### config.mk
export PLATFORM = sky130hd
export DESIGN_NAME = hsu_front_flat
export DESIGN_NICKNAME = d
export VERILOG_FILES = /design/src/hsu_pkg.sv /design/src/hsu_if.sv /design/src/hsu_front.sv /design/src/flat_wrapper.sv
export SDC_FILE = /design/constraint.sdc
export NUM_CORES = 1
export LEC_CHECK = 0
export BUFFER_PORTS_ARGS = -buffer_cell sky130_fd_sc_hd__buf_4
export CAP_MARGIN = 20
export CORE_MARGIN = 4
export CORE_UTILIZATION = 36
export CTS_CLUSTER_DIAMETER = 120
export DETAILED_ROUTE_END_ITERATION = 6
export HOLD_SLACK_MARGIN = 0.03
export PLACE_DENSITY = 0.91
export SLEW_MARGIN = 40
export SYNTH_ARGS = -nofsm -noshare
export SYNTH_HDL_FRONTEND = slang
export SYNTH_SLANG_ARGS = --single-unit
### constraint.sdc
create_clock -name clk -period 2 [get_ports clk]
set_clock_uncertainty 0.05 [all_clocks]
set_input_delay 0.1 -clock clk [delete_from_list [all_inputs] [get_ports clk]]
set_output_delay 0.1 -clock clk [all_outputs]
set_load 0.03 [all_outputs]
### src/hsu_pkg.sv
package hsu_pkg;

    localparam int CAPACITY_DEF    = 64;
    localparam int QUEUE_DEPTH_DEF = 4;

    // one classified input beat on its way from the front to the sort engine
    typedef struct packed {
        logic signed [31:0] value;
        logic               keep;
        logic               last;
    } hsu_cmd_t;

endpackage

### src/hsu_if.sv
interface hsu_in_if;
    logic               valid;
    logic               ready;
    logic signed [31:0] value_in;
    logic               last_in;

    modport source (output valid, value_in, last_in, input ready);
    modport sink (input valid, value_in, last_in, output ready);
endinterface


### src/hsu_front.sv
module hsu_front #(
    parameter int CAPACITY = hsu_pkg::CAPACITY_DEF
) (
    input  logic              clk,
    input  logic              rst_n,
    hsu_in_if.sink            in_ch,
    output logic              push_valid,
    output hsu_pkg::hsu_cmd_t push_cmd,
    input  logic              push_ready
);

    localparam int CW = $clog2(CAPACITY + 1);

    logic [CW-1:0] cnt_reg;
    logic [CW-1:0] cnt_next;
    logic          accept;
    logic          keep;

    assign keep          = cnt_reg < CW'(CAPACITY);
    assign accept        = in_ch.valid && push_ready;
    assign in_ch.ready   = push_ready;
    assign push_valid    = in_ch.valid;
    assign push_cmd.value = in_ch.value_in;
    assign push_cmd.keep  = keep;
    assign push_cmd.last  = in_ch.last_in;

    // set boundary restarts the fill count
    always_comb
    begin
        cnt_next = cnt_reg;
        if (accept)
        begin
            if (in_ch.last_in)
            begin
                cnt_next = '0;
            end
            else if (keep)
            begin
                cnt_next = cnt_reg + CW'(1);
            end
        end
    end

    always_ff @(posedge clk or negedge rst_n)
    begin
        if (!rst_n)
        begin
            cnt_reg <= '0;
        end
        else
        begin
            cnt_reg <= cnt_next;
        end
    end

endmodule

### src/flat_wrapper.sv
// flat-port wrapper written by rule: the top's interface ports become plain ports
module hsu_front_flat 
#(
    parameter int CAPACITY = hsu_pkg::CAPACITY_DEF
)
  (clk, rst_n, push_valid, push_cmd, push_ready, in_ch_valid, in_ch_value_in, in_ch_last_in, in_ch_ready);
  hsu_in_if in_ch_i ();
  input  logic clk;
  input  logic rst_n;
  output logic push_valid;
  output hsu_pkg::hsu_cmd_t push_cmd;
  input  logic push_ready;
  input wire logic [$bits(in_ch_i.valid)-1:0] in_ch_valid;
  input wire logic [$bits(in_ch_i.value_in)-1:0] in_ch_value_in;
  input wire logic [$bits(in_ch_i.last_in)-1:0] in_ch_last_in;
  output wire logic [$bits(in_ch_i.ready)-1:0] in_ch_ready;
  assign in_ch_i.valid = in_ch_valid;
  assign in_ch_i.value_in = in_ch_value_in;
  assign in_ch_i.last_in = in_ch_last_in;
  assign in_ch_ready = in_ch_i.ready;
  hsu_front #(.CAPACITY(CAPACITY)) u_core (.clk(clk), .rst_n(rst_n), .in_ch(in_ch_i), .push_valid(push_valid), .push_cmd(push_cmd), .push_ready(push_ready));
endmodule
==> reports/summary.md, run 1 <==
The flow ran to the end, and the final reports show no timing, DRC or antenna violations. The final cycle utilization of the critical path is 0.690. After detailed routing, the number of vias per cell comes to 4.71. The fraction of final layout cells with drive strength greater than 1 is 0.231. The delay contributed by the slowest stage of the critical path is 0.49 ns, and the static leakage is 0.000210 µW. The slowest stage of the critical path is the or4_1 cell.

For the finished layout, the period the worst path requires is 1.38 ns. Setup repair after global routing left no endpoint under its margin. The net count of the finished layout is 91. The number of cells on the worst reg-to-reg path is 4, and the number of antenna violations at the first check in global routing is 0. The horizontal die dimension works out to 50.7 µm.

The tools report the destination of the critical timing path as u_core.cnt_reg[2]. For the number of design-rule violations left by the first detailed-router iteration, the log shows 10. The quantity of I/O buffers inserted on ports is 8. TritonCTS built the clock tree. Detailed placement finished with a half-perimeter wire length of 725 µm. Summing all multi-input logic gate instances after layout gives 180 µm². The worst hold path was traced through 2 stages. Pin placement for this block handled 73 I/O pins. The run gives 0.0823 as the total track usage. The number of flip-flops in the largest register is 7. The run gives 0.620 ns as the post-layout worst setup margin. The critical path launch point type was a flip-flop. The number of antenna diodes in the final layout is 0.

The die height was 50.7 µm. In this run the power density over the cells is 695 nW/µm². In this run the post-CTS setup repair buffer count came out at 0. Max-cap violations in this run came to 0. The number of clock buffers added by TritonCTS is 3. The via count of the first global-routing pass came out at 338.

Most common cell after layout, fill and taps aside: buf_4. The region available for standard cell placement spans 1730 µm². In the layout the commonest cells are 8 x buf_4, 7 x dfrtp_1, 5 x nand2_1.

The share of the yosys chip area belonging to registers was 0.267; the number of distinct library cells after synthesis was 19. For the post-route core utilization, the log shows 0.286. The final count of pins violating max slew came out at 0. The arrival time at the worst endpoint is 1.50 ns, and the multiplexer share of the synthesized area is 0.0153. The worst relative slew slack came out at 0.663. The slew at the pin with the worst max-slew slack is 0.504 ns. The post-cts hold buffer count is 1.

Adding up every negative setup slack in the final design gives 0 ns. Before CTS, the worst setup slack after placement is 0.621 ns. The run gives 13 as the largest net degree at the start of global routing. Synthesis handed over a netlist of 77 instances. The routed design has 964 µm of wire. The worst ir drop on vdd was 0.331 mV; the number of nets with antenna violations after routing was 0. The classification of the worst setup path is reg -> reg.

The number of gates resized after CTS was 0. Clock-pin slew was measured on the worst setup and hold paths at 0.05 ns. After synthesis, the largest family of logic cells by area is buffers and inverters. The worst register-to-register path begins at u_core.cnt_reg[0].

The run gives 1 as the H-tree depth. Relative to the synthesized area, the layout overhead comes to -24.6%. Routability-driven placement finished with a final weighted congestion of 0.747.

The cell area after synthesis was 656 µm². The register bit count reported by yosys is 7, and the maximum fanout count along the critical path is 4. The worst setup path is captured at a flip-flop. The worst hold path belongs to the class in -> reg.

The basic-gate share of the synthesized area counting and, or, nand and nor cells came out at 0.147. The worst endpoint required time was 2.12 ns. The clock passes through at most 2 buffers. The setup check on the worst reg-to-reg path leaves a slack of 0.62 ns. A synthesized cell averages 8.51 µm².

The fraction of the mapped netlist area in adder cells is 0.0191, and the total vias in the final route is 363. The total count of hold-check failures in the final report came out at 0. Setup violations remaining at the end of the flow were counted as 0.

After filler insertion, the fill cell instance count of the layout stands at 189. After detailed routing, the number of remaining DRC violations is 0. The sequential cells in the finished layout cover a total of 175 µm².

The detailed-router iteration count before antenna repair is 4. Traced cell by cell, the critical path runs through ha_1 > inv_1 > or4_1 > a21oi_1. The final routed wire length divided by cell count is 12.5 µm, and the clock insertion delay at the later pin of the skew report is 0.25 ns. The initial cell density of the core was 0.380; the compound-cell area share of the yosys netlist was 0.0935. For this run, the number of Yosys warnings is 0. The cell row count was 15; the post-synthesis net count was 115. In this run the clock root is driven by a clkbuf_4. The achievable clock frequency was 724 MHz. The tools report the endpoint of the worst-slack reg-to-reg timing path as u_core.cnt_reg[2].

The first global-routing pass estimated 1510 µm of wire. The overall overflow remaining after global route was 0. The critical path starts at u_core.cnt_reg[0].

The clock drives 7 sinks. The run gives 2570 µm² as the area of the die. The xor and xnor fraction of the mapped netlist area was 0.
-- synth_stat cells --
master | n | share of area
nand2_1 | 5 | 0.029
o41ai_1 | 1 | 0.013
inv_1 | 3 | 0.017
o21ai_0 | 2 | 0.015
buf_6 | 1 | 0.017
nor2b_1 | 1 | 0.0095
dfrtp_1 | 7 | 0.27
or3_1 | 1 | 0.0095
and3_1 | 1 | 0.0095
or4_2 | 1 | 0.013
a21oi_1 | 4 | 0.031
ha_1 | 1 | 0.019
nand2b_1 | 1 | 0.0095
o31ai_1 | 3 | 0.034
nor4_1 | 1 | 0.0095
mux2i_1 | 1 | 0.015
buf_4 | 37 | 0.42
or4_1 | 3 | 0.034
nand3_1 | 3 | 0.023
-- cells by family after synthesis --
family,after synthesis
buffers and inverters,41
AND/OR/NAND/NOR,17
AO/OA/AOI/OAI,10
flip-flops,7
multiplexers,1
adder cells (fa/ha/maj),1
-- metal layers --
metal | up-vias | part of all wire | global-route usage
li1 | 175 | - | -
met5 | - | 0 | 0
met3 | 4 | 0.18 | 0.0682
met4 | 0 | 0.026 | 0.0628
met1 | 163 | 0.35 | 0.0847
met2 | 21 | 0.45 | 0.107
-- per-stage QoR --
step	cells	area (µm²)	total power, µW	hold WS [ns]
2_1_floorplan	77	656	321	-0.246
6_report	77	494	344	0.0346
4_1_cts	77	494	351	0.0318
3_3_place_gp	72	458	216	-0.135
5_1_grt	77	494	370	0.0407
3_5_place_dp	72	458	219	-0.134
-- worst max-delay path: cells and delay by family, from the launching register on --
family,cells,cell delay [ns]
fa+ha+maj,1,0.18
compound gates,1,0.15
flops,1,0.37
simple gates,1,0.49
buf+inv,1,0.05
-- final cells by class --
class / count / area share
multi-input combinational: 29 / 0.365
clock buffer: 4 / 0.0532
timing repair buffer: 9 / 0.142
sequential: 7 / 0.354
tap: 25 / 0.0633
inverter: 3 / 0.0228
-- report_power, final --
group | internal [µW] | switching (µW) | leakage, µW
combinational | 23.0 | 30.6 | 0.0000996
clock | 76.0 | 50.2 | 0.0000150
sequential | 154 | 9.86 | 0.0000959
total | 253 | 90.6 | 0.000210
-- worst min-delay path by stage --
stage	startpoint	endpoint
floorplan	rst_n	u_core.cnt_reg[0]
global placement	rst_n	u_core.cnt_reg[3]
detailed placement	rst_n	u_core.cnt_reg[3]
CTS	in_ch_last_in	u_core.cnt_reg[1]
global route	in_ch_last_in	u_core.cnt_reg[1]
finish	in_ch_last_in	u_core.cnt_reg[1]
No activity file was read; power rests on OpenSTA's default activity.
==> inputs of run 2 (changes only) <==
Settings changed: CORE_UTILIZATION 36 to 30, PLACE_DENSITY 0.91 to 0.82.
Clock period 2 ns to 1.24 ns, I/O delays scaled along.
==> reports/summary.md, run 2 (synthesis gave the netlist of run 1 again) <==
The run gives 7 (+7) as the final setup violation count. The instance area at placement was 490 µm² (+7.1%); the worst endpoint required time was 1.36 ns (-0.76 ns). Detailed-router iteration count before antenna repair: 4 (unchanged). The endpoint identified for the worst register-to-register timing path is u_core.cnt_reg[2].

The worst hold path depth is 0 (-2), and the number of antenna violations at the first check in global routing is 0 (unchanged). The horizontal die dimension came out at 54.8 µm (+8.0%). The logs give 0 (unchanged) for the number of nets with antenna violations after routing and 893 µm (+23%) for the final HPWL from detailed placement.

The quantity of I/O buffers inserted on ports was 8 (unchanged); the final count of pins violating max slew was 0 (unchanged). The layout overhead on the synthesized area was -3.63%; the fraction of final layout cells with drive strength greater than 1 was 0.534 (+0.304). Worst setup slack for register-to-register paths: -0.10 ns (-0.72 ns).

The initial cell density of the core came out at 0.324 (-0.0555). The number of cells on the worst reg-to-reg path works out to 3 (-1). End point of the worst hold path: push_cmd[13]. The final wirelength was 1280 µm (+33%). The number of design-rule violations left by the first detailed-router iteration was 2 (-8).

The number of buffers created by CTS is 3 (unchanged). The tools report the relative contribution of combinational cells to total power as 0.240 (+0.084). The maximum count of clock buffers along a single path is 2 (unchanged). The worst ir drop on vdd came out at 0.832 mV (+150%). The tools report the clock tree root buffer cell as clkbuf_4.

For the total power of the final layout, the log shows 640 µW (+86%). For the static leakage, the log shows 0.000252 µW (+20%). Clock network fraction of design power: 0.321 (-0.046). The TritonCTS sink count came out at 7 (unchanged).

TritonCTS built the clock tree. The tools report the count of antenna diodes in the layout as 0 (unchanged). Final routed wire length divided by cell count: 15.0 µm (+20%).

The flow ran to the end, but the final reports show violations. Cell row count: 16 (+1). The total count of hold-check failures in the final report came out at 0 (unchanged). The final instance area is 632 µm² (+28%), and the total track usage is 0.0841 (+0.00183). In this run the critical register-to-register path is launched from u_core.cnt_reg[6].

For the worst relative slew slack, the log shows 0.728 (+0.0645). Fill cell total of the finished layout: 205 (+8.5%). The final critical-path required period is 1.34 ns (-0.0373 ns). The global-route wire length before repair is 1750 µm (+16%). The most common cell after layout, fill and taps aside is buf_4. The achievable clock frequency came out at 745 MHz (+2.8%). For the total vias in the final route, the log shows 418 (+15%). STA classifies the critical path endpoint as a flip-flop. The logs give 0 (unchanged) for the post-detailed-route DRC marker count and 1 (unchanged) for the H-tree depth. The largest net degree at the start of global routing was 13 (unchanged); the total net switching power was 188 µW (+110%). The checks that failed: setup timing.

The worst setup path is of the reg -> reg kind. The tools report the core outline area as 2020 µm² (+17%). Setup repair after global routing could not meet its margin everywhere. The per-cell via count in the routed design was 4.92 (+4.3%). In this run the worst hold path is classified as in -> out.

The tools report the area of the die as 3000 µm² (+17%). The tools report the via count of the first global-routing pass as 363 (+7.4%). The switching share of power is 0.293 (+0.0294), and the slew at the pin with the worst max-slew slack is 0.407 ns (-0.0968 ns).

The clock transition at the registers of the reported paths was 0.05 ns (about the same). The die height is 54.8 µm (+8.0%). The arrival time at the worst endpoint was 1.47 ns (-0.03 ns).

The design internal power is 452 µW (+79%), and the final cycle utilization of the critical path is 1.08 (+0.393). The logs give -0.103 ns (-0.723 ns) for the post-layout worst setup margin and 0 (unchanged) for the overall overflow remaining after global route. The worst hold path begins at in_ch_value_in[11].

Portion of total power attributed to sequential cells: 0.439 (-0.038). For the clock insertion delay at the later pin of the skew report, the log shows 0.25 ns (about the same). The power density over the cells was 1010 nW/µm² (+46%); the final net count was 97 (+6.6%). In the layout the commonest cells are 11 x buf_4, 6 x dfrtp_1, 4 x nand2_1. The top-level I/O count is 73 (unchanged). Maximum fanout count along the critical path: 7 (+3).

The number of flip-flops in the largest register was 7 (unchanged). The tools report the max-cap check violation count as 0 (unchanged). The tools report the critical path launch point type as a flip-flop. The tools report the routability congestion estimate as 0.785 (+5.1%).
[run 2: worst max-delay path by stage]
stage / slack [ns] / depth (start not counted) / endpoint / start
finish: -0.10 / 3 / u_core.cnt_reg[2] / u_core.cnt_reg[6]
global route: -0.14 / 3 / u_core.cnt_reg[2] / u_core.cnt_reg[6]
CTS: -0.13 / 4 / u_core.cnt_reg[4] / u_core.cnt_reg[0]
detailed placement: -0.19 / 4 / u_core.cnt_reg[4] / u_core.cnt_reg[0]
global placement: -0.09 / 4 / u_core.cnt_reg[4] / u_core.cnt_reg[0]
floorplan: -0.07 / 4 / u_core.cnt_reg[3] / u_core.cnt_reg[6]
[run 2: power by group through the flow]
stage / sequential (µW) / combinational, µW / clock (µW)
after floorplan: 264 / 253 / 0
after global placement: 266 / 93.3 / 0
after detailed placement: 269 / 100 / 0
after CTS: 267 / 109 / 212
after global routing: 283 / 171 / 223
final: 281 / 154 / 205
[run 2: layout make-up]
cell class,count,area [µm²],share of cell area
multi-input cells,29,259,0.410
flip-flops and latches,7,176,0.279
repair buffers,15,125,0.198
clock buffers,4,26.3,0.0416
inverters,3,11.3,0.0178
well taps,27,33.8,0.0535
[run 2: timing repair]
action | CTS | global route
pin swaps | 7 | 6
hold buffers | 2 | 0
buffers inserted | 0 | 2
hold endpoints to repair | 8 | 0
endpoints found under the setup margin | 6 | 7
resized for setup | 3 | 15
[run 2: per-layer routing]
layer,routed length [µm],global-route usage,vias up
met3,139,0.0218,12
met2,659,0.130,21
met5,0,0,-
li1,-,-,187
met4,39,0.0788,0
met1,440,0.0921,198
[run 2: through the flow]
stage,util,hold WS (ns),setup WS [ns],cells,TNS (ns)
2_1_floorplan,-,-0.284,-0.0688,77,-0.198
3_3_place_gp,0.243,-0.171,-0.0932,77,-0.195
3_5_place_dp,0.243,-0.169,-0.186,77,-0.519
4_1_cts,0.271,0.0742,-0.131,83,-0.417
5_1_grt,0.313,0.0740,-0.142,85,-0.669
6_report,0.313,0.0740,-0.103,85,-0.340
[run 2: critical path, cell delays in order, from the launching register on]
cell and delay (ns):
dfrtp_1 0.40, nor2b_4 0.16, or4_1 0.51, a21oi_1 0.15
