### src/hsu_pkg.sv
package hsu_pkg;

    localparam int CAPACITY_DEF    = 64;
    localparam int QUEUE_DEPTH_DEF = 4;

    // one classified input beat on its way from the front to the sort engine
    typedef struct packed {
        logic signed [31:0] value;
        logic               keep;
        logic               last;
    } hsu_cmd_t;

endpackage

### src/hsu_fifo.sv
module hsu_fifo #(
    parameter int DEPTH = hsu_pkg::QUEUE_DEPTH_DEF
) (
    input  logic              clk,
    input  logic              rst_n,
    input  logic              push_valid,
    input  hsu_pkg::hsu_cmd_t push_cmd,
    output logic              push_ready,
    output logic              pop_valid,
    output hsu_pkg::hsu_cmd_t pop_cmd,
    input  logic              pop_ready
);

    localparam int PW = $clog2(DEPTH);
    localparam int NW = $clog2(DEPTH + 1);

    hsu_pkg::hsu_cmd_t slot_reg [DEPTH];
    logic [PW-1:0] wr_ptr_reg;
    logic [PW-1:0] wr_ptr_next;
    logic [PW-1:0] rd_ptr_reg;
    logic [PW-1:0] rd_ptr_next;
    logic [NW-1:0] fill_reg;
    logic [NW-1:0] fill_next;
    logic          do_push;
    logic          do_pop;

    assign push_ready = fill_reg != NW'(DEPTH);
    assign pop_valid  = fill_reg != '0;
    assign pop_cmd    = slot_reg[rd_ptr_reg];
    assign do_push    = push_valid && push_ready;
    assign do_pop     = pop_valid && pop_ready;

    always_comb
    begin
        wr_ptr_next = wr_ptr_reg;
        rd_ptr_next = rd_ptr_reg;
        fill_next   = fill_reg;
        if (do_push)
        begin
            wr_ptr_next = (wr_ptr_reg == PW'(DEPTH - 1)) ? '0 : wr_ptr_reg + PW'(1);
        end
        if (do_pop)
        begin
            rd_ptr_next = (rd_ptr_reg == PW'(DEPTH - 1)) ? '0 : rd_ptr_reg + PW'(1);
        end
        if (do_push && !do_pop)
        begin
            fill_next = fill_reg + NW'(1);
        end
        else if (do_pop && !do_push)
        begin
            fill_next = fill_reg - NW'(1);
        end
    end

    always_ff @(posedge clk or negedge rst_n)
    begin
        if (!rst_n)
        begin
            wr_ptr_reg <= '0;
            rd_ptr_reg <= '0;
            fill_reg   <= '0;
        end
        else
        begin
            wr_ptr_reg <= wr_ptr_next;
            rd_ptr_reg <= rd_ptr_next;
            fill_reg   <= fill_next;
        end
    end

    always_ff @(posedge clk)
    begin
        if (do_push)
        begin
            slot_reg[wr_ptr_reg] <= push_cmd;
        end
    end

endmodule

### config.mk
export PLATFORM = sky130hd
export DESIGN_NAME = hsu_fifo
export DESIGN_NICKNAME = d
export VERILOG_FILES = /design/src/hsu_pkg.sv /design/src/hsu_fifo.sv
export SDC_FILE = /design/constraint.sdc
export NUM_CORES = 1
export LEC_CHECK = 0
export BUFFER_PORTS_ARGS = -buffer_cell sky130_fd_sc_hd__buf_2
export CAP_MARGIN = 30
export CORE_MARGIN = 4
export CORE_UTILIZATION = 54
export CTS_CLUSTER_SIZE = 20
export DETAILED_ROUTE_END_ITERATION = 6
export GPL_TIMING_DRIVEN = 0
export PLACE_DENSITY = 0.86
export SETUP_SLACK_MARGIN = 0.2
export SYNTH_ARGS = -nofsm -noshare
export SYNTH_HDL_FRONTEND = slang
export SYNTH_SLANG_ARGS = --single-unit
### constraint.sdc
create_clock -name clk -period 2.8 [get_ports clk]
set_clock_uncertainty 0.15 [all_clocks]
set_input_delay 0.42 -clock clk [delete_from_list [all_inputs] [get_ports clk]]
set_output_delay 0.42 -clock clk [all_outputs]
set_load 0.01 [all_outputs]
==> results of run 1 <==
-- metrics by stage --
step | cells | power [mW] | setup slack (ns)
floorplan | 214 | 4.34 | 0.526
global placement | 420 | 4.98 | 0.496
detailed placement | 420 | 5.05 | 0.426
CTS | 486 | 7.66 | 0.198
global route | 487 | 8.04 | 0.200
finish | 487 | 7.64 | 0.307
-- synthesized netlist by cell type, types with 2 or more instances --
cell type                  instances  share of area [%]
sky130_fd_sc_hd__buf_4             3               0.42
sky130_fd_sc_hd__mux2_4            2               0.56
sky130_fd_sc_hd__ha_1              6                1.4
sky130_fd_sc_hd__dfrtp_1           7                3.3
sky130_fd_sc_hd__edfxtp_1        136                 76
sky130_fd_sc_hd__inv_1             3               0.21
sky130_fd_sc_hd__mux4_2           34                 14
sky130_fd_sc_hd__buf_2             3               0.28
sky130_fd_sc_hd__xor2_1            2               0.33
sky130_fd_sc_hd__and3_2            4               0.56
sky130_fd_sc_hd__nor2_1            3               0.21
sky130_fd_sc_hd__mux2_2            3               0.63
-- logic make-up (layout without fill, tap and decap cells) --
group	Yosys count	after routing	synth area share (%)
XOR/XNOR	3	3	0.492
adder cells (fa/ha/maj)	7	7	1.78
buffers and inverters	11	151	1.05
multiplexers	39	39	15.5
flip-flops	143	143	79.8
AND/OR/NAND/NOR	11	11	1.36
-- layer usage --
layer  vias up  wire (um)  track usage [%]
met5         -          0                0
met4         0        123             6.13
met3        14        418             5.76
met2        67       4880             31.1
met1      1337       3960             23.0
li1       1158          -                -
-- path summary, 6_finish.rpt --
| kind | start | endpoint | slack [ns] | depth (start not counted) |
|---|---|---|---|---|
| setup / recovery | rd_ptr_reg[1] | pop_cmd[2] | 0.31 | 4 |
| hold / removal | rst_n | rd_ptr_reg[1] | 0.12 | 2 |
| setup reg to reg | fill_reg[1] | fill_reg[2] | 0.40 | 8 |
| hold reg to reg | fill_reg[2] | fill_reg[2] | 0.33 | 1 |
| max in group asynchronous | rst_n | fill_reg[1] | 2.22 | 2 |
| min in group clk | pop_ready | rd_ptr_reg[0] | 0.18 | 3 |
-- report_power, final --
group          switching (mW)  total, mW  internal [mW]  leakage [nW]
logic                    1.06       2.14           1.08         0.850
clock network           0.813       2.52           1.71         0.319
registers               0.134       2.98           2.85          1.33
total                    2.01       7.64           5.63          2.50
-- layout make-up --
class | instances | area (sq um) | area share (%)
plain buffers | 8 | 108 | 1.55
clock buffers | 19 | 422 | 6.06
clock inverters | 12 | 240 | 3.46
inverters | 3 | 11.3 | 0.162
multi-input cells | 60 | 1020 | 14.7
flip-flops and latches | 143 | 4260 | 61.3
well taps | 133 | 166 | 2.39
repair buffers | 109 | 723 | 10.4
-- what timing repair did --
action,CTS,global route
resized for setup,9,9
hold buffers,35,0
setup endpoints to repair,28,29
buffers inserted,0,1
hold endpoints to repair,143,0
==> summary by stage, run 1 <==
Layout
The top cell types in the final layout, fill and taps aside, are sky130_fd_sc_hd__edfxtp_1, sky130_fd_sc_hd__buf_2, sky130_fd_sc_hd__dlygate4sd3_1, sky130_fd_sc_hd__mux4_2, sky130_fd_sc_hd__clkbuf_16. The number of diodes is 0. The number of flip-flops in the largest register is 136. The leading cell type in the layout, fill and taps excluded is sky130_fd_sc_hd__edfxtp_1. After filler insertion, the fill cell instance count of the layout stands at 578.

The net count reported at finish is 387. The share of layout cells above drive strength 1 is 44.1%. The post-route cell area is 0.00695 sq mm. From synthesis to final layout, the design area changed by 30.2%.

Once layout is complete, the utilization of the core stands at 71.8%.

Global routing
The number of antenna violations at the first check in global routing is 0. The via count of the first global-routing pass is 2,920. For this run the aggregate overflow at the end of global routing stands at 0. The first-pass GRT wire length is 15,500 um.

For this run, the total global-route usage over all layers was measured as 18.5%. The maximum number of pins on one net before global-route repair is 35.

Routing
The number of search-and-repair iterations in the first detailed-routing pass is 4. The detailed-route vias per instance is 5.29. After detailed routing, the number of remaining DRC violations is 0.

The wire length reported by the detailed router is 9380 um. The average wire length per cell after detail routing is 19.3 um. The count of nets left with antenna violations once routing finished came out at 0. In this run, the number of DRC markers left after iteration 0 of detailed routing was 176. The routed layout has 2,576 vias.

Setup path
Among the stages of the critical path, the cell type that occurs most often is sky130_fd_sc_hd__buf_2. Among cell families on the critical path, the largest total delay comes from buffers and inverters. The critical path is of the reg -> out type. Along the worst path, the maximum fanout reaches 10.

Traced cell by cell, the critical path runs through buf_2 -> clkbuf_4 -> mux4_2 -> buf_2. The endpoint class of the critical path is an output port. The peak per-stage delay on the critical path is 0.38 ns. The category of the worst setup path launch point is a flop. At the worst endpoint, the required time is 2.23 ns. The worst path arrival time is 1.92 ns.

The number of buffer and inverter stages on the critical path is 3. The cell at the slowest stage of the critical path is sky130_fd_sc_hd__dfrtp_1.

Floorplanning
The die covers 0.0115 sq mm. The die is 107 um tall. The placement row count is 36. The initial utilization of the core area, before any placement, comes to 55.1%. During I/O placement, the number of pins put on the boundary was 74. The floorplan step set the die width to 107 um. The core region is 0.00968 sq mm.

Logic synthesis
The number of different library cells used by synthesis comes to 20. The average instance in the mapped netlist occupies 24.9 sq um. In the synthesized netlist the async set-or-reset flop fraction comes to 4.90%. The most frequently used flop master after synthesis is sky130_fd_sc_hd__edfxtp_1. The number of warnings printed during yosys synthesis is 0. The count of mapped cells out of synthesis is 214. The synthesized net count is 259. The synthesized design contains 136 enable-type register cells. The sequential element share of the synthesized area is 79.8%.

The mapped cell area is 0.00534 sq mm. Synthesis inferred 143 register bits.

Power
IR analysis of the VDD net gives a maximum drop of 0.875 mV. The analysis attributes to cell leakage a power of 2.50 nW. For this design the ratio of total power to cell area is 1100 mW/mm^2.

Placed design
The total of buffers placed on input and output ports is 73. The placement-stage cell area is 0.00587 sq mm. After legalization and detailed placement, the total HPWL measured 5270 um. At the end of routability-driven placement, the weighted congestion stood at 0.713.

Clock tree
The H-tree was split into 4 levels. TritonCTS built the clock tree. The total clock buffers created by CTS is 17.

The number of sinks on the clock net is 143. The clock latency of the later-clocked register in the worst-skew pair is 0.52 ns. The clock root buffer master is sky130_fd_sc_hd__clkbuf_8. The clock passes through at most 2 buffers. After clock tree synthesis, the clock-pin slew on the worst setup and hold paths is 0.06 ns.

STA
For the pin with the worst max-slew slack, the measured transition is 0.961 ns. The max-slew violation total from the final report is 0. The final-layout setup total negative slack is 0 ns. Setup repair after global routing left no endpoint under its margin. The upper clock frequency limit is 401 MHz. The final count of hold timing violations is 0.

Setup violations remaining at the end of the flow were counted as 0. The tightest hold path in the finished design has a slack of 0.119 ns. The worst relative slew slack is 35.9%. In the finished design, the share of the clock period the worst path needs comes to 89.0%. The worst path needs 2.49 ns of the cycle, external delays included.

Flow run
Max-cap violations in this run came to 0.

Outcome
The flow ran to the end, and the final reports show no timing, DRC or antenna violations.

Hold path
The worst min-delay path category is in -> async.
Power figures use the tool's default switching activity.
==> inputs of run 2 (changes only) <==
Settings changed: HOLD_SLACK_MARGIN set to 0.1, PLACE_DENSITY 0.86 to 0.76.
==> run 2 against run 1 <==
- non-clock buffer count did not move
- global-route usage is 0.97 points lower
- first-iteration DRC count decreased by 61%
- via count fell by 2.3%
- power shrank 5.9%
- largest power group unchanged
- utilization down 1.2 points
- sequential power about the same
- critical endpoint is now pop_cmd[29]
==> summary by stage, run 2 (synthesized netlist as in run 1, its figures left out) <==
Outcome
The flow ran to the end, and the final reports show no timing, DRC or antenna violations.

Clock tree
The largest buffer count on any clock path is 2. The clock slew seen by the registers of the worst setup and hold paths is 0.06 ns. For this design, the sink count on the clock tree is 143. The total clock buffers created by CTS is 17. The cell sitting at the root of the clock tree is a sky130_fd_sc_hd__clkbuf_8. TritonCTS built the clock tree. For the worst-skew pair, the clock arrives at the later sink with an insertion delay of 0.50 ns. The setup fix buffers added after clock tree synthesis is 0.

The number of H-tree branching levels is 4.

STA
The max-slew violation total from the final report is 0. The upper clock frequency limit is 398 MHz. The worst pin sits at a relative slew slack of 37.4%. The shortest period the worst path allows is 2.51 ns. Setup repair after global routing could not meet its margin everywhere. Across all setup checks in the final design, the least slack found is 0.289 ns. Setup violations remaining at the end of the flow were counted as 0.

The worst path uses 89.7% of the clock period. Summed over all failing endpoints, the final setup total negative slack is 0 ns. The final count of hold timing violations is 0. The worst-margin pin slew is 0.939 ns.

Routing
The number of DRC violations after detailed routing is 0. The number of nets with antenna violations after routing is 0. In the final routed layout, each cell accounts on average for 18.6 um. For this block, the initial DRC count from the detailed router was 68. The number of search-and-repair iterations in the first detailed-routing pass is 4.

The final layout contains routed wiring with a total length of 9070 um. The via count of the routed design is 2,518. The detailed-route vias per instance is 5.16.

Setup path
The worst path arrival time is 1.94 ns. The endpoint class of the critical path is an output port. The cell at the slowest stage of the critical path is sky130_fd_sc_hd__mux4_2. The worst setup path is launched from a flop. The cell seen most often among critical-path stages is sky130_fd_sc_hd__buf_6. The largest fanout on the critical path is 10. Walking the worst path, the cells encountered are buf_6 -> buf_6 -> mux4_2 -> buf_2. The launching point of the worst reg2reg path is fill_reg[0]. In this design, the largest share of critical-path delay is due to buffers and inverters.

The critical path contains buffers and inverters numbering 3 combined. Data on the critical path is required at its endpoint by 2.23 ns. The peak per-stage delay on the critical path is 0.53 ns. The critical path runs through a total of 4 cells. The number of cell instances on the worst register-to-register path is 8.

The critical path is of the reg -> out type. The worst register-to-register path ends at fill_reg[2]. For flop-to-flop paths, the worst setup slack is 0.39 ns.

Global routing
Entering global routing, the biggest net connects 35 pins. The via count of the first global-routing pass is 2,769. The first global-routing pass estimated 14,600 um of wire. Global routing finished with a remaining overflow of 0. The number of antenna violations at the first check in global routing is 0.

Global routing consumed, over all layers together, 17.5% of the routing resources.

Power
After layout, the design draws a total of 7.19 mW. The sequential cell fraction of total power is 41.3%. The switching power total is 1.99 mW. Combinational logic is responsible for 28.5% of the overall power. The worst-case IR drop observed on VDD is 0.851 mV. Net switching is 27.7% of the power. For this design the ratio of total power to cell area is 1050 mW/mm^2. The clock network fraction of total power is 30.2%. The reported leakage power is 2.44 nW.

The internal power of the cells is 5.20 mW.

Layout
Cells fill 70.6% of the core in the end. The number of flip-flops in the largest register is 136. The share of layout cells above drive strength 1 is 44.2%. For this run, the post-layout net count is 387. The library cell used most frequently in the layout, excluding fill and tap cells, is sky130_fd_sc_hd__edfxtp_1. The number of diodes is 0.

The area growth from synthesis to layout is 28.0%. The post-route cell area is 0.00683 sq mm. In the layout the commonest cells are sky130_fd_sc_hd__edfxtp_1, sky130_fd_sc_hd__buf_2, sky130_fd_sc_hd__dlygate4sd3_1, sky130_fd_sc_hd__mux4_2, sky130_fd_sc_hd__clkbuf_16.

Hold path
In this run the worst hold path is classified as in -> reg. The startpoint of the lowest-slack hold path is pop_ready. Counting instances, the worst hold path has a depth of 3. The path with the worst hold slack has its endpoint at rd_ptr_reg[0].

Floorplanning
The x dimension of the die is 107 um. The die is 107 um tall. 74 I/O pins were placed.

For this configuration, the core starts out at a cell density of 55.1%. Row generation in the floorplan step produced 36 rows. The die covers 0.0115 sq mm. The core region is 0.00968 sq mm.

Placed design
Routability-driven placement finished with a final weighted congestion of 0.684. Summing all placed instances gives a cell area of 0.00587 sq mm. The placed wire-length estimate after detailed placement is 5180 um. The total of buffers placed on input and output ports is 73. Before CTS, the worst setup slack after placement is 0.410 ns.

Flow run
Across the run, the number of max-cap violations was 0.
[run 2: changes by cell type in the layout (fill, tap and decap cells not counted), sizes merged]
cell	change
buf	+1
bufinv	-4
clkbuf	-4
clkinv	+2
clkinvlp	+3
dlygate4sd3	+1
inv	+2
[run 2: cell type report]
cell class / instances / area [sq um]
Clock inverter: 15 / 169
Timing Repair Buffer: 109 / 726
Buffer: 8 / 65.1
Clock buffer: 17 / 414
Inverter: 3 / 11.3
Sequential cell: 143 / 4260
Tap cell: 133 / 166
Multi-Input combinational cell: 60 / 1020
Fill cell: 609 / 2850
[run 2: worst max-delay path by stage]
stage / start / end / slack (ns)
finish: rd_ptr_reg[0] / pop_cmd[29] / 0.29
global route: rd_ptr_reg[0] / pop_cmd[24] / 0.18
CTS: rd_ptr_reg[0] / pop_cmd[29] / 0.22
detailed placement: fill_reg[1] / fill_reg[2] / 0.41
global placement: fill_reg[0] / fill_reg[2] / 0.47
floorplan: fill_reg[1] / fill_reg[2] / 0.53
[run 2: stage by stage]
step	hold slack [ns]	cells
after floorplan	-0.0256	214
after global routing	0.202	488
after detailed placement	0.116	420
after CTS	0.195	488
final	0.217	488
after global placement	0.113	420
[run 2: timing repair]
action | CTS | global route
endpoints found under the hold margin | 143 | 0
gates resized for setup | 7 | 0
hold buffers | 36 | 0
endpoints found under the setup margin | 28 | 13
[run 2: power groups by stage]
stage	sequential, mW	clock, mW	combinational, mW
floorplan	2.96	0	1.37
global placement	2.98	0	2.01
detailed placement	3.01	0	2.04
CTS	2.98	2.22	2.12
global route	3.02	2.32	2.24
finish	2.97	2.17	2.05
[run 2: routing by layer]
| layer | track usage, % | part of all wire [%] |
|---|---|---|
| met5 | 0 | 0 |
| met1 | 23.7 | 44 |
| met2 | 28.0 | 50 |
| met4 | 4.60 | 0.86 |
| met3 | 5.52 | 4.6 |
[run 2: worst reg2reg max path: cells and delay by family, from the launching register on]
kind	cells	cell delay [ns]
flops	1	0.44
xor+xnor	2	0.34
buf+inv	1	0.06
simple gates	3	0.77
fa+ha+maj	2	0.58
